===== src/rtl/qdlp_pkg.sv =====
`timescale 1ns / 1ps

package qdlp_pkg;

   // Default for the per-list item limit
   localparam int DEF_MAX_ITEMS = 16;

   // Result field widths
   localparam int KIND_W   = 2;
   localparam int INDEX_W  = 5;
   localparam int VALUE_W  = 32;
   localparam int STATUS_W = 2;

   // Section codes
   localparam logic [2:0] SEC_BEFORE  = 3'd0;
   localparam logic [2:0] SEC_DIST    = 3'd1;
   localparam logic [2:0] SEC_BETWEEN = 3'd2;
   localparam logic [2:0] SEC_IDS     = 3'd3;
   localparam logic [2:0] SEC_AFTER   = 3'd4;

   // Number scanner phases
   localparam logic [1:0] PH_BLANKS = 2'd0;
   localparam logic [1:0] PH_DIGITS = 2'd1;
   localparam logic [1:0] PH_STOP   = 2'd2;

   // Result kinds
   localparam logic [KIND_W-1:0] KIND_DIST   = 2'd0;
   localparam logic [KIND_W-1:0] KIND_ID     = 2'd1;
   localparam logic [KIND_W-1:0] KIND_STATUS = 2'd2;

   // Status codes
   localparam logic [STATUS_W-1:0] ST_OK         = 2'd0;
   localparam logic [STATUS_W-1:0] ST_COUNT_DIFF = 2'd1;
   localparam logic [STATUS_W-1:0] ST_NO_BRACKET = 2'd2;

   // Characters
   localparam logic [7:0] CH_QUOTE  = 8'h22;
   localparam logic [7:0] CH_OPEN   = 8'h5B;
   localparam logic [7:0] CH_CLOSE  = 8'h5D;
   localparam logic [7:0] CH_PLUS   = 8'h2B;
   localparam logic [7:0] CH_MINUS  = 8'h2D;
   localparam logic [7:0] CH_SPACE  = 8'h20;
   localparam logic [7:0] CH_TAB    = 8'h09;
   localparam logic [7:0] CH_CR     = 8'h0D;
   localparam logic [7:0] CH_ZERO   = 8'h30;
   localparam logic [7:0] CH_NINE   = 8'h39;

   // Output queue geometry
   localparam int QDEPTH = 4;
   localparam int QPTR_W = 2;
   localparam int QCNT_W = 3;

   // One result item
   typedef struct packed {
      logic [KIND_W-1:0]   kind;
      logic [INDEX_W-1:0]  index;
      logic [VALUE_W-1:0]  value;
      logic [STATUS_W-1:0] status;
      logic                last;
   } result_type;

endpackage


===== src/rtl/quoted_decimal_list_parser.sv =====
`timescale 1ns / 1ps

// Channel   Direction  Handshake              Payload
// req_      in         req_valid / req_ready  text_byte, end_of_text
// rsp_      out        rsp_valid / rsp_ready  result_kind, item_index, item_value,
//                                             parse_status, last_result
//
// One byte is taken per cycle; its results (up to two) enter a four-entry output
// queue in the same edge and leave one per cycle while rsp_ready is high, the first
// in the cycle after its byte. req_ready is high while the queue has room for two
// results, so a byte is taken every cycle as long as the consumer keeps up.
// Reset is synchronous and active high; the parser is at the start of a report.
// A stalled rsp_ready fills the queue; with three results waiting req_ready drops.
module quoted_decimal_list_parser #(
   parameter int MAX_ITEMS = qdlp_pkg::DEF_MAX_ITEMS
) (
   input  logic                           clock,
   input  logic                           reset,
   input  logic                           req_valid,
   output logic                           req_ready,
   input  logic [7:0]                     req_text_byte,
   input  logic                           req_end_of_text,
   output logic                           rsp_valid,
   input  logic                           rsp_ready,
   output logic [qdlp_pkg::KIND_W-1:0]    rsp_result_kind,
   output logic [qdlp_pkg::INDEX_W-1:0]   rsp_item_index,
   output logic signed [qdlp_pkg::VALUE_W-1:0] rsp_item_value,
   output logic [qdlp_pkg::STATUS_W-1:0]  rsp_parse_status,
   output logic                           rsp_last_result
);

   localparam int CNT_W = $clog2(MAX_ITEMS + 1);
   localparam logic [CNT_W-1:0] MAX_CNT = CNT_W'(MAX_ITEMS);

   // Parser state
   logic [2:0]                      section_ff, section_in;
   logic                            quote_ff, quote_in;
   logic [1:0]                      phase_ff, phase_in;
   logic                            neg_ff, neg_in;
   logic [qdlp_pkg::VALUE_W-1:0]    acc_ff, acc_in;
   logic [CNT_W-1:0]                dist_cnt_ff, dist_cnt_in;
   logic [CNT_W-1:0]                id_cnt_ff, id_cnt_in;

   // Output queue
   qdlp_pkg::result_type            queue_ff [qdlp_pkg::QDEPTH];
   logic [qdlp_pkg::QPTR_W-1:0]     wr_ptr_ff, wr_ptr_in;
   logic [qdlp_pkg::QPTR_W-1:0]     rd_ptr_ff, rd_ptr_in;
   logic [qdlp_pkg::QCNT_W-1:0]     qcnt_ff, qcnt_in;

   logic                            accept;
   logic                            pop;
   logic [7:0]                      c;
   logic                            is_digit;
   logic                            is_blank;
   logic [qdlp_pkg::VALUE_W-1:0]    digit_val;
   logic [qdlp_pkg::VALUE_W-1:0]    value;
   logic                            emit_value;
   logic [qdlp_pkg::KIND_W-1:0]     value_kind;
   logic [CNT_W-1:0]                value_cnt;
   logic [CNT_W+qdlp_pkg::INDEX_W-1:0] value_idx_ext;
   logic [CNT_W+qdlp_pkg::INDEX_W-1:0] count_idx_ext;
   qdlp_pkg::result_type            value_res;
   qdlp_pkg::result_type            status_res;
   qdlp_pkg::result_type            push0;
   logic [1:0]                      num_push;

   // Evaluated before the end-of-text clear takes effect
   logic [2:0]       sec_parsed;
   logic [CNT_W-1:0] dist_parsed;
   logic [CNT_W-1:0] id_parsed;

   assign accept    = req_valid && req_ready;
   assign pop       = rsp_valid && rsp_ready;
   assign req_ready = (qcnt_ff <= qdlp_pkg::QCNT_W'(qdlp_pkg::QDEPTH - 2));

   // Character classes
   assign c         = req_text_byte;
   assign is_digit  = (c >= qdlp_pkg::CH_ZERO) && (c <= qdlp_pkg::CH_NINE);
   assign is_blank  = (c == qdlp_pkg::CH_SPACE) ||
                      ((c >= qdlp_pkg::CH_TAB) && (c <= qdlp_pkg::CH_CR));
   assign digit_val = {{(qdlp_pkg::VALUE_W-4){1'b0}}, c[3:0]};
   assign value     = neg_ff ? (-acc_ff) : acc_ff;

   // Parse one byte: next state and the value result, if any
   always_comb begin
      section_in  = section_ff;
      quote_in    = quote_ff;
      phase_in    = phase_ff;
      neg_in      = neg_ff;
      acc_in      = acc_ff;
      dist_cnt_in = dist_cnt_ff;
      id_cnt_in   = id_cnt_ff;
      emit_value  = 1'b0;
      value_kind  = qdlp_pkg::KIND_DIST;
      value_cnt   = dist_cnt_ff;
      sec_parsed  = section_ff;
      dist_parsed = dist_cnt_ff;
      id_parsed   = id_cnt_ff;

      if (accept) begin
         priority if ((section_ff == qdlp_pkg::SEC_BEFORE) ||
                      (section_ff == qdlp_pkg::SEC_BETWEEN)) begin
            if (c == qdlp_pkg::CH_OPEN) begin
               section_in = section_ff + 3'd1;
               quote_in   = 1'b0;
            end
         end else if ((section_ff == qdlp_pkg::SEC_DIST) ||
                      (section_ff == qdlp_pkg::SEC_IDS)) begin
            priority if (c == qdlp_pkg::CH_CLOSE) begin
               // open item, if any, is dropped
               section_in = section_ff + 3'd1;
               quote_in   = 1'b0;
            end else if (c == qdlp_pkg::CH_QUOTE) begin
               if (!quote_ff) begin
                  quote_in = 1'b1;
                  phase_in = qdlp_pkg::PH_BLANKS;
                  neg_in   = 1'b0;
                  acc_in   = '0;
               end else begin
                  quote_in = 1'b0;
                  if (section_ff == qdlp_pkg::SEC_DIST) begin
                     value_kind = qdlp_pkg::KIND_DIST;
                     value_cnt  = dist_cnt_ff;
                     if (dist_cnt_ff < MAX_CNT) begin
                        emit_value  = 1'b1;
                        dist_cnt_in = dist_cnt_ff + CNT_W'(1);
                     end
                  end else begin
                     value_kind = qdlp_pkg::KIND_ID;
                     value_cnt  = id_cnt_ff;
                     if (id_cnt_ff < MAX_CNT) begin
                        emit_value = 1'b1;
                        id_cnt_in  = id_cnt_ff + CNT_W'(1);
                     end
                  end
               end
            end else if (quote_ff) begin
               // atoi-style number scan
               priority if (phase_ff == qdlp_pkg::PH_BLANKS) begin
                  priority if (is_blank) begin
                     phase_in = phase_ff;
                  end else if ((c == qdlp_pkg::CH_PLUS) || (c == qdlp_pkg::CH_MINUS)) begin
                     neg_in   = (c == qdlp_pkg::CH_MINUS);
                     phase_in = qdlp_pkg::PH_DIGITS;
                  end else if (is_digit) begin
                     acc_in   = digit_val;
                     phase_in = qdlp_pkg::PH_DIGITS;
                  end else begin
                     phase_in = qdlp_pkg::PH_STOP;
                  end
               end else if (phase_ff == qdlp_pkg::PH_DIGITS) begin
                  if (is_digit) begin
                     acc_in = (acc_ff << 3) + (acc_ff << 1) + digit_val;
                  end else begin
                     phase_in = qdlp_pkg::PH_STOP;
                  end
               end else begin
                  phase_in = phase_ff;
               end
            end else begin
               // text between items is ignored
               quote_in = quote_ff;
            end
         end else begin
            section_in = section_ff;
         end

         // State after this byte, as the status sees it
         sec_parsed  = section_in;
         dist_parsed = dist_cnt_in;
         id_parsed   = id_cnt_in;

         // Report end: status, then back to the reset state
         if (req_end_of_text) begin
            section_in  = qdlp_pkg::SEC_BEFORE;
            quote_in    = 1'b0;
            phase_in    = qdlp_pkg::PH_BLANKS;
            neg_in      = 1'b0;
            acc_in      = '0;
            dist_cnt_in = '0;
            id_cnt_in   = '0;
         end
      end
   end

   // Result items built from this byte
   assign value_idx_ext = {{qdlp_pkg::INDEX_W{1'b0}}, value_cnt};

   always_comb begin
      value_res        = '0;
      value_res.kind   = value_kind;
      value_res.index  = value_idx_ext[qdlp_pkg::INDEX_W-1:0];
      value_res.value  = value;
      value_res.status = qdlp_pkg::ST_OK;
      value_res.last   = !req_end_of_text;
   end

   // Status looks at the state after this byte is parsed
   always_comb begin
      status_res      = '0;
      status_res.kind = qdlp_pkg::KIND_STATUS;
      status_res.last = 1'b1;
      count_idx_ext   = {{qdlp_pkg::INDEX_W{1'b0}}, dist_parsed};
      priority if (sec_parsed != qdlp_pkg::SEC_AFTER) begin
         status_res.status = qdlp_pkg::ST_NO_BRACKET;
      end else if (dist_parsed != id_parsed) begin
         status_res.status = qdlp_pkg::ST_COUNT_DIFF;
      end else begin
         status_res.status = qdlp_pkg::ST_OK;
         status_res.index  = count_idx_ext[qdlp_pkg::INDEX_W-1:0];
      end
   end

   assign push0    = emit_value ? value_res : status_res;
   assign num_push = accept ? ({1'b0, emit_value} + {1'b0, req_end_of_text}) : 2'd0;

   // Queue pointers and fill count
   always_comb begin
      wr_ptr_in = wr_ptr_ff + qdlp_pkg::QPTR_W'(num_push);
      rd_ptr_in = rd_ptr_ff + qdlp_pkg::QPTR_W'(pop);
      qcnt_in   = qcnt_ff + qdlp_pkg::QCNT_W'(num_push) - qdlp_pkg::QCNT_W'(pop);
   end

   always_ff @(posedge clock) begin
      if (reset) begin
         section_ff  <= qdlp_pkg::SEC_BEFORE;
         quote_ff    <= 1'b0;
         phase_ff    <= qdlp_pkg::PH_BLANKS;
         neg_ff      <= 1'b0;
         acc_ff      <= '0;
         dist_cnt_ff <= '0;
         id_cnt_ff   <= '0;
         wr_ptr_ff   <= '0;
         rd_ptr_ff   <= '0;
         qcnt_ff     <= '0;
      end else begin
         section_ff  <= section_in;
         quote_ff    <= quote_in;
         phase_ff    <= phase_in;
         neg_ff      <= neg_in;
         acc_ff      <= acc_in;
         dist_cnt_ff <= dist_cnt_in;
         id_cnt_ff   <= id_cnt_in;
         wr_ptr_ff   <= wr_ptr_in;
         rd_ptr_ff   <= rd_ptr_in;
         qcnt_ff     <= qcnt_in;
      end
   end

   // Queue storage, no reset needed
   always_ff @(posedge clock) begin
      if (num_push != 2'd0) begin
         queue_ff[wr_ptr_ff] <= push0;
      end
      if (num_push == 2'd2) begin
         queue_ff[wr_ptr_ff + qdlp_pkg::QPTR_W'(1)] <= status_res;
      end
   end

   // Result port from queue head
   assign rsp_valid        = (qcnt_ff != '0);
   assign rsp_result_kind  = queue_ff[rd_ptr_ff].kind;
   assign rsp_item_index   = queue_ff[rd_ptr_ff].index;
   assign rsp_item_value   = queue_ff[rd_ptr_ff].value;
   assign rsp_parse_status = queue_ff[rd_ptr_ff].status;
   assign rsp_last_result  = queue_ff[rd_ptr_ff].last;

   // Checks
   a_queue_bound: assert property (@(posedge clock) disable iff (reset)
      qcnt_ff <= qdlp_pkg::QCNT_W'(qdlp_pkg::QDEPTH))
      else $error("output queue overflow");

   a_count_bound: assert property (@(posedge clock) disable iff (reset)
      (dist_cnt_ff <= MAX_CNT) && (id_cnt_ff <= MAX_CNT))
      else $error("list count above limit");

   a_status_last: assert property (@(posedge clock) disable iff (reset)
      rsp_valid && (rsp_result_kind == qdlp_pkg::KIND_STATUS) |-> rsp_last_result)
      else $error("status item not marked last");

   a_end_clears: assert property (@(posedge clock) disable iff (reset)
      accept && req_end_of_text |=>
         (section_ff == qdlp_pkg::SEC_BEFORE) && (dist_cnt_ff == '0) && (id_cnt_ff == '0))
      else $error("state not cleared after report end");

endmodule

===== config.mk =====
export PLATFORM = sky130hd
export DESIGN_NAME = quoted_decimal_list_parser
export DESIGN_NICKNAME = d
export VERILOG_FILES = /design/src/rtl/qdlp_pkg.sv /design/src/rtl/quoted_decimal_list_parser.sv
export SDC_FILE = /design/constraint.sdc
export NUM_CORES = 1
export LEC_CHECK = 0
export ABC_CLOCK_PERIOD_IN_PS = 5300
export BUFFER_PORTS_ARGS = -buffer_cell sky130_fd_sc_hd__buf_2
export CAP_MARGIN = 20
export CORE_ASPECT_RATIO = 0.9
export CORE_MARGIN = 5
export CORE_UTILIZATION = 62
export DETAILED_ROUTE_END_ITERATION = 10
export PLACE_DENSITY_LB_ADDON = 0.05
export SYNTH_ARGS = -nofsm -noshare
export SYNTH_HDL_FRONTEND = slang
export SYNTH_SLANG_ARGS = --single-unit
export TNS_END_PERCENT = 100

===== constraint.sdc =====
create_clock -name clock -period 5.3 [get_ports clock]
set_clock_uncertainty 0.1 [all_clocks]
set_input_delay 0.53 -clock clock [delete_from_list [all_inputs] [get_ports clock]]
set_output_delay 0.53 -clock clock [all_outputs]
set_load 0.03 [all_outputs]

# --- Yosys cells after proc, flatten, opt, wreduce, memory -nomap -nowiden ---
# Memories as Yosys holds them, arrays and structs flattened. A register that Yosys moved wholly into a read port is not among the register bits.
# Index checks and enable logic that the tools add are counted.
word_totals:
  ff_bits: 56
  latchBits: 0
  ram_bits: 168
  romBits: 0
  output_inout_bits: 44
  word_cells: 179
  n_memories: 1
memory_table:
  columns: ["name", "depth", "word_bits", "read_ports", "rd_ports_with_merged_regs", "write_ports", "line", "text"]
  rows:
  - ["queue_ff", 4, 42, 1, 1, 2, "quoted_decimal_list_parser.sv:45", "qdlp_pkg::result_type queue_ff [qdlp_pkg::QDEPTH];"]
op_classes:
  addsub: 12
  mul: 0
  n_div: 0
  order_cmp: 7
  eq_ne: 21
  shifts: 0
  n_mux: 102
  n_bitwise: 0
  n_reduce_logical: 26
ops:
  columns: ["cell", "n"]
  rows:
  - ["32-bit 2-to-1 mux", 14]
  - ["5-bit 2-to-1 mux", 27]
  - ["42-bit 2-to-1 mux", 1]
  - ["1-bit 2-to-1 mux", 38]
  - ["32-bit adder", 1]
  - ["32-bit by 4-bit adder with 32-bit output", 1]
  - ["8-bit by 6-bit equality test with 1-bit output (second input constant)", 4]
  - ["2-bit 2-to-1 mux", 16]
  - ["32-bit negator", 1]
  - ["3-bit 2-to-1 mux", 6]
  - ["9-bit AND reduction", 2]
  - ["8-bit by 7-bit equality test with 1-bit output (second input constant)", 2]
  - ["4-bit nonzero test", 4]
  - ["3-bit nonzero test", 5]
  - ["11-bit AND reduction", 1]
  - ["5-bit by 1-bit adder with 5-bit output (second input constant)", 2]
  - ["5-bit < comparator (second input constant)", 2]
  - ["8-bit by 4-bit greater-or-equal comparator with 1-bit output (second input constant)", 1]
  - ["8-bit by 6-bit greater-or-equal comparator with 1-bit output (second input constant)", 1]
  - ["8-bit by 4-bit less-or-equal comparator with 1-bit output (second input constant)", 1]
  - ["8-bit by 6-bit less-or-equal comparator with 1-bit output (second input constant)", 1]
  - ["4-bit inequality test (second input constant)", 2]
  - ["3-bit by 2-bit equality test with 1-bit output (second input constant)", 2]
  - ["3-bit by 2-bit inequality test with 1-bit output (second input constant)", 2]
  - ["22 further kinds", 31]

# --- Longest topological paths before layout ---
logic_depth:
  word_depth: 14
  mapped_depth: 16

# --- Worst setup path after synthesis ---
# No wires, ideal clock.
synth_timing:
  path_type: "input to register"
  startpoint: "in req_text_byte[3]"
  endpoint: "reg acc_ff[20] in the netlist's numbering"
  arrival_ns: 3.556
  t_required_ns: 5.083
  setup_slack_ns: 1.528
  stages: 11
  path_cell_list: "fa_1 fa_1 a211o_1 a2111oi_0 o31ai_1 a21o_1 a31oi_1 o21a_1 o21ai_0 xor2_1 a22o_1"
synth_via:
  elab_chain_len: 10
  elab_cells_between_ends: 32
  classes_between: "add/sub: 1; order compare: 4; eq/ne: 9; mux: 9; reduce/logical: 9"
synth_lines:
  columns: ["item", "line", "text"]
  rows:
  - ["start: declaration", "quoted_decimal_list_parser.sv:21", "input logic [7:0] req_text_byte,"]
  - ["32-bit by 4-bit adder with 32-bit output", "quoted_decimal_list_parser.sv:153", "acc_in = (acc_ff << 3) + (acc_ff << 1) + digit_val;"]
  - ["32-bit 2-to-1 mux", "quoted_decimal_list_parser.sv:152", "if (is_digit) begin"]
  - ["32-bit 2-to-1 mux", "quoted_decimal_list_parser.sv:151", "end else if (phase_ff == qdlp_pkg::PH_DIGITS) begin"]
  - ["32-bit 2-to-1 mux", "quoted_decimal_list_parser.sv:139", "priority if (phase_ff == qdlp_pkg::PH_BLANKS) begin"]
  - ["32-bit 2-to-1 mux", "quoted_decimal_list_parser.sv:137", "end else if (quote_ff) begin"]
  - ["32-bit 2-to-1 mux", "quoted_decimal_list_parser.sv:113", "end else if (c == qdlp_pkg::CH_QUOTE) begin"]
  - ["32-bit 2-to-1 mux", "quoted_decimal_list_parser.sv:109", "priority if (c == qdlp_pkg::CH_CLOSE) begin"]
  - ["32-bit 2-to-1 mux", "quoted_decimal_list_parser.sv:107", "end else if ((section_ff == qdlp_pkg::SEC_DIST) ||"]
  - ["32-bit 2-to-1 mux", "quoted_decimal_list_parser.sv:101", "priority if ((section_ff == qdlp_pkg::SEC_BEFORE) ||"]
  - ["32-bit 2-to-1 mux", "quoted_decimal_list_parser.sv:174", "if (req_end_of_text) begin"]
  - ["end signal: assignment", "quoted_decimal_list_parser.sv:241", "acc_ff <= acc_in;"]
  - ["end: declaration", "quoted_decimal_list_parser.sv:40", "logic [qdlp_pkg::VALUE_W-1:0] acc_ff, acc_in;"]
# Parallel ways exist; a longest one is shown, timed or not. The select of a mux whose other input is x is not followed.
# A chain may end at the register's enable or synchronous reset.

==> results.md <==
- Syn Nets: around 1,400
- Area Overhead vs Synth: 10.5%
- Slew @ Worst Pin: between 0.9 and 1 ns
- Root Buffer: clkbuf_16
- RSZ-0062 raised after global routing: false
- Pwr per Cell Area: 309 mW/mm2
- Row count: 48
- Initial Util: 0.624
- First-iteration detailed-routing DRC count: between 500 and 600
- Mapped Cells: around 1,300
- Worst min path class: input pin to flip-flop
- Clk_lat worst skew: roughly 0.53 ns
- CORE AREA: about 0.019 mm2
- Met2 usage: 0.414
- Critical Path AT: 4.79 ns
- Residual DRC: 0
- YS warnings: 0
- Routed WL: between 20 and 30 mm
- Worst setup EP type: flip-flop
- Global route hottest layer: met2
- Worst vdd ir: approximately 230 uV
- First-pass GRT wire length: between 40 and 50 mm
- GPL Wtd Cong: approximately 0.85
- Setup tns final: 0 ns
- Most frequent cells in the layout: 194 x dfxtp_1, 181 x nand2_1, 164 x o21ai_0
- Worst EP required: 5.55 ns
- Max frequency: approximately 220 MHz
- Post-DP HPWL: ~20 mm
- Largest net degree at the start of global routing: 70
- Met3 global-route usage: 0.0409
- Synth async-reset ratio: 0
- Post-DR vias/cell: around 6
- Post-CTS Hold Buffers: 0
- Crit-path max FO: 35
- Drt pass-1 iters: 5
- Die area: approximately 0.022 mm2
- Nets@finish: 1,403
- Fin. Hold Viols: 0
- H-tree depth: 1
- Met1 Use GR: 0.394
- Main synth FF type: dfxtp_1
- Syn_area_per_cell: roughly 9.3 um2
- # IOs: 57
- CTS Buf Count: 25
- Share of cells above drive strength 1: 0.135
- Total GRT Usage: 0.264
- Average wire per standard cell: 18.1 um
- Maxcap violations: 0
- Max Slew Vio Count: 0
- DIE WIDTH: 156 um
- Outcome: finished clean
- Post-synth EDFFs: 28
- CTS tree: built
- Post-CTS Setup Inserts: 0
- Max-slew headroom: 0.350
- GRT overflow: 0
- Cell Area, Synth: roughly 0.012 mm2
- Total power: 4.06 mW
- Final setup vio count: 0
- Library cells used by synthesis: slightly below 80
- Synthesized flop and latch total: roughly 220
- Vias in the first global route: 9,432
- Total number of vias: approximately 9,600
- Clk pin slew, worst setup/hold paths: 0.06 ns
- Area of the multi-input gates: roughly 0.0068 mm2
- DRT antenna net count: 0
- ANT cells: 0
- Sink Count: ~220
- CTS max path bufs: 3
- Crit Path Category: flip-flop to flip-flop
- Final period util: 0.856
- Register area share after synthesis: 0.401
- Initial antenna violation count: 0
- Register Area: approximately 0.0048 mm2
- # port buffers: 56
- Crit path launch type: flip-flop
- Fin crit period: 4.54 ns
- Fillers: between 1,500 and 2,000
- Commonest non-fill, non-tap cell in the layout: dfxtp_1
- Die Y: 141 um
- Post-CTS sizing: 0
- Leakage: between 5 and 6 nW
==> area by class of cell <==
type,instances,area share
inverters,26,0.00743
clock inverters,14,0.00638
repair buffers,71,0.0299
clock buffers,32,0.0536
well taps,250,0.0238
flip-flops and latches,224,0.363
multi-input cells,967,0.516
==> registers in the layout, summed over array words and instances, names as in the netlist <==
register / count
phase_ff: 2
dist_cnt_ff: 5
acc_ff: 32
rd_ptr_ff: 2
wr_ptr_ff: 2
id_cnt_ff: 5
qcnt_ff: 3
section_ff: 3
queue_ff: 168
quote_ff: 1
neg_ff: 1
==> critical path, stage by stage (launching register included) <==
cell and delay (ns):
dfxtp_1 0.44, inv_1 0.09, ha_1 0.24, o21bai_4 0.22
o2111ai_4 0.17, or4_1 0.55, o21ai_1 0.45, ha_1 0.34
nand2_1 0.20, or3_1 0.39, buf_4 0.28, o21a_1 0.21
or3_1 0.39, o32ai_1 0.28
==> metrics by stage <==
step,instance area (um2),worst slack [ns],hold WS [ns],std cells,utilization
finish,13100,0.763,0.335,1584,0.690
global route,13100,0.447,0.353,1584,0.690
CTS,13100,0.819,0.308,1584,0.690
detailed placement,12300,0.778,0.334,1538,0.648
global placement,12300,0.965,0.329,1538,0.648
floorplan,11900,1.53,0.318,1283,-
==> where the power goes <==
part	total, mW	internal, mW	switching, mW
clock	1.66	0.942	0.718
sequential	1.85	1.77	0.0806
combinational	0.554	0.226	0.328
==> final timing paths <==
kind	end	cells past startpoint	slack (ns)	start
worst max-delay path	queue_ff[0][36]$_DFFE_PP_	13	0.76	section_ff[0]$_SDFFE_PP0P_
worst min-delay path	section_ff[2]$_SDFFE_PP0P_	2	0.34	req_end_of_text
worst max register to register	queue_ff[0][36]$_DFFE_PP_	13	0.76	section_ff[0]$_SDFFE_PP0P_
worst min register to register	queue_ff[3][41]$_SDFFE_PP1P_	2	0.34	queue_ff[3][41]$_SDFFE_PP1P_
==> cell usage after synthesis, types with 5 or more instances <==
cell        n  area [um2]
buf_1       8        30.0
a22oi_1    13        97.6
o31ai_1    14         105
nand3_1    54         270
a22o_1     12         105
o21a_1      8        60.1
nor2b_1    12        75.1
nand4_1     5        31.3
or2_2       8        50.1
ha_1       72         901
a21oi_1    46         230
nand3b_1    6        45.0
edfxtp_1   28         841
and3_1      8        50.1
nor3_1     20         100
and2_1      9        56.3
o32ai_1     9        78.8
xnor2_1    51         447
inv_1      26        97.6
dfxtp_1   196        3920
nand2b_1   11        68.8
nor4_1      7        43.8
o22ai_1    11        68.8
or3_1      15        93.8
mux2i_1     9        90.1
xor2_1     10        87.6
a21o_1      7        52.6
clkbuf_1   56         210
or4_1      11        82.6
nor2_1     80         300
o21ai_0   164         821
mux4_2     42         946
nand2_1   181         679
==> logic make-up (layout without fill, tap and decap cells) <==
group                    after synthesis  after routing  synth area share
buffers and inverters                 92            143            0.0298
AND/OR/NAND/NOR                      448            448             0.180
AO/OA/AOI/OAI                        329            329             0.172
multiplexers                          53             53            0.0891
XOR/XNOR                              62             62            0.0469
adder cells (fa/ha/maj)               75             75            0.0809
flip-flops                           224            224             0.401
==> routing by layer <==
metal	vias up	share of wire	wire (um)
li1	4758	-	-
met1	4566	0.48	13800
met2	264	0.44	12700
met3	31	0.063	1800
met4	0	0.013	363
met5	-	0	0
(Power assumes the default switching activity.)
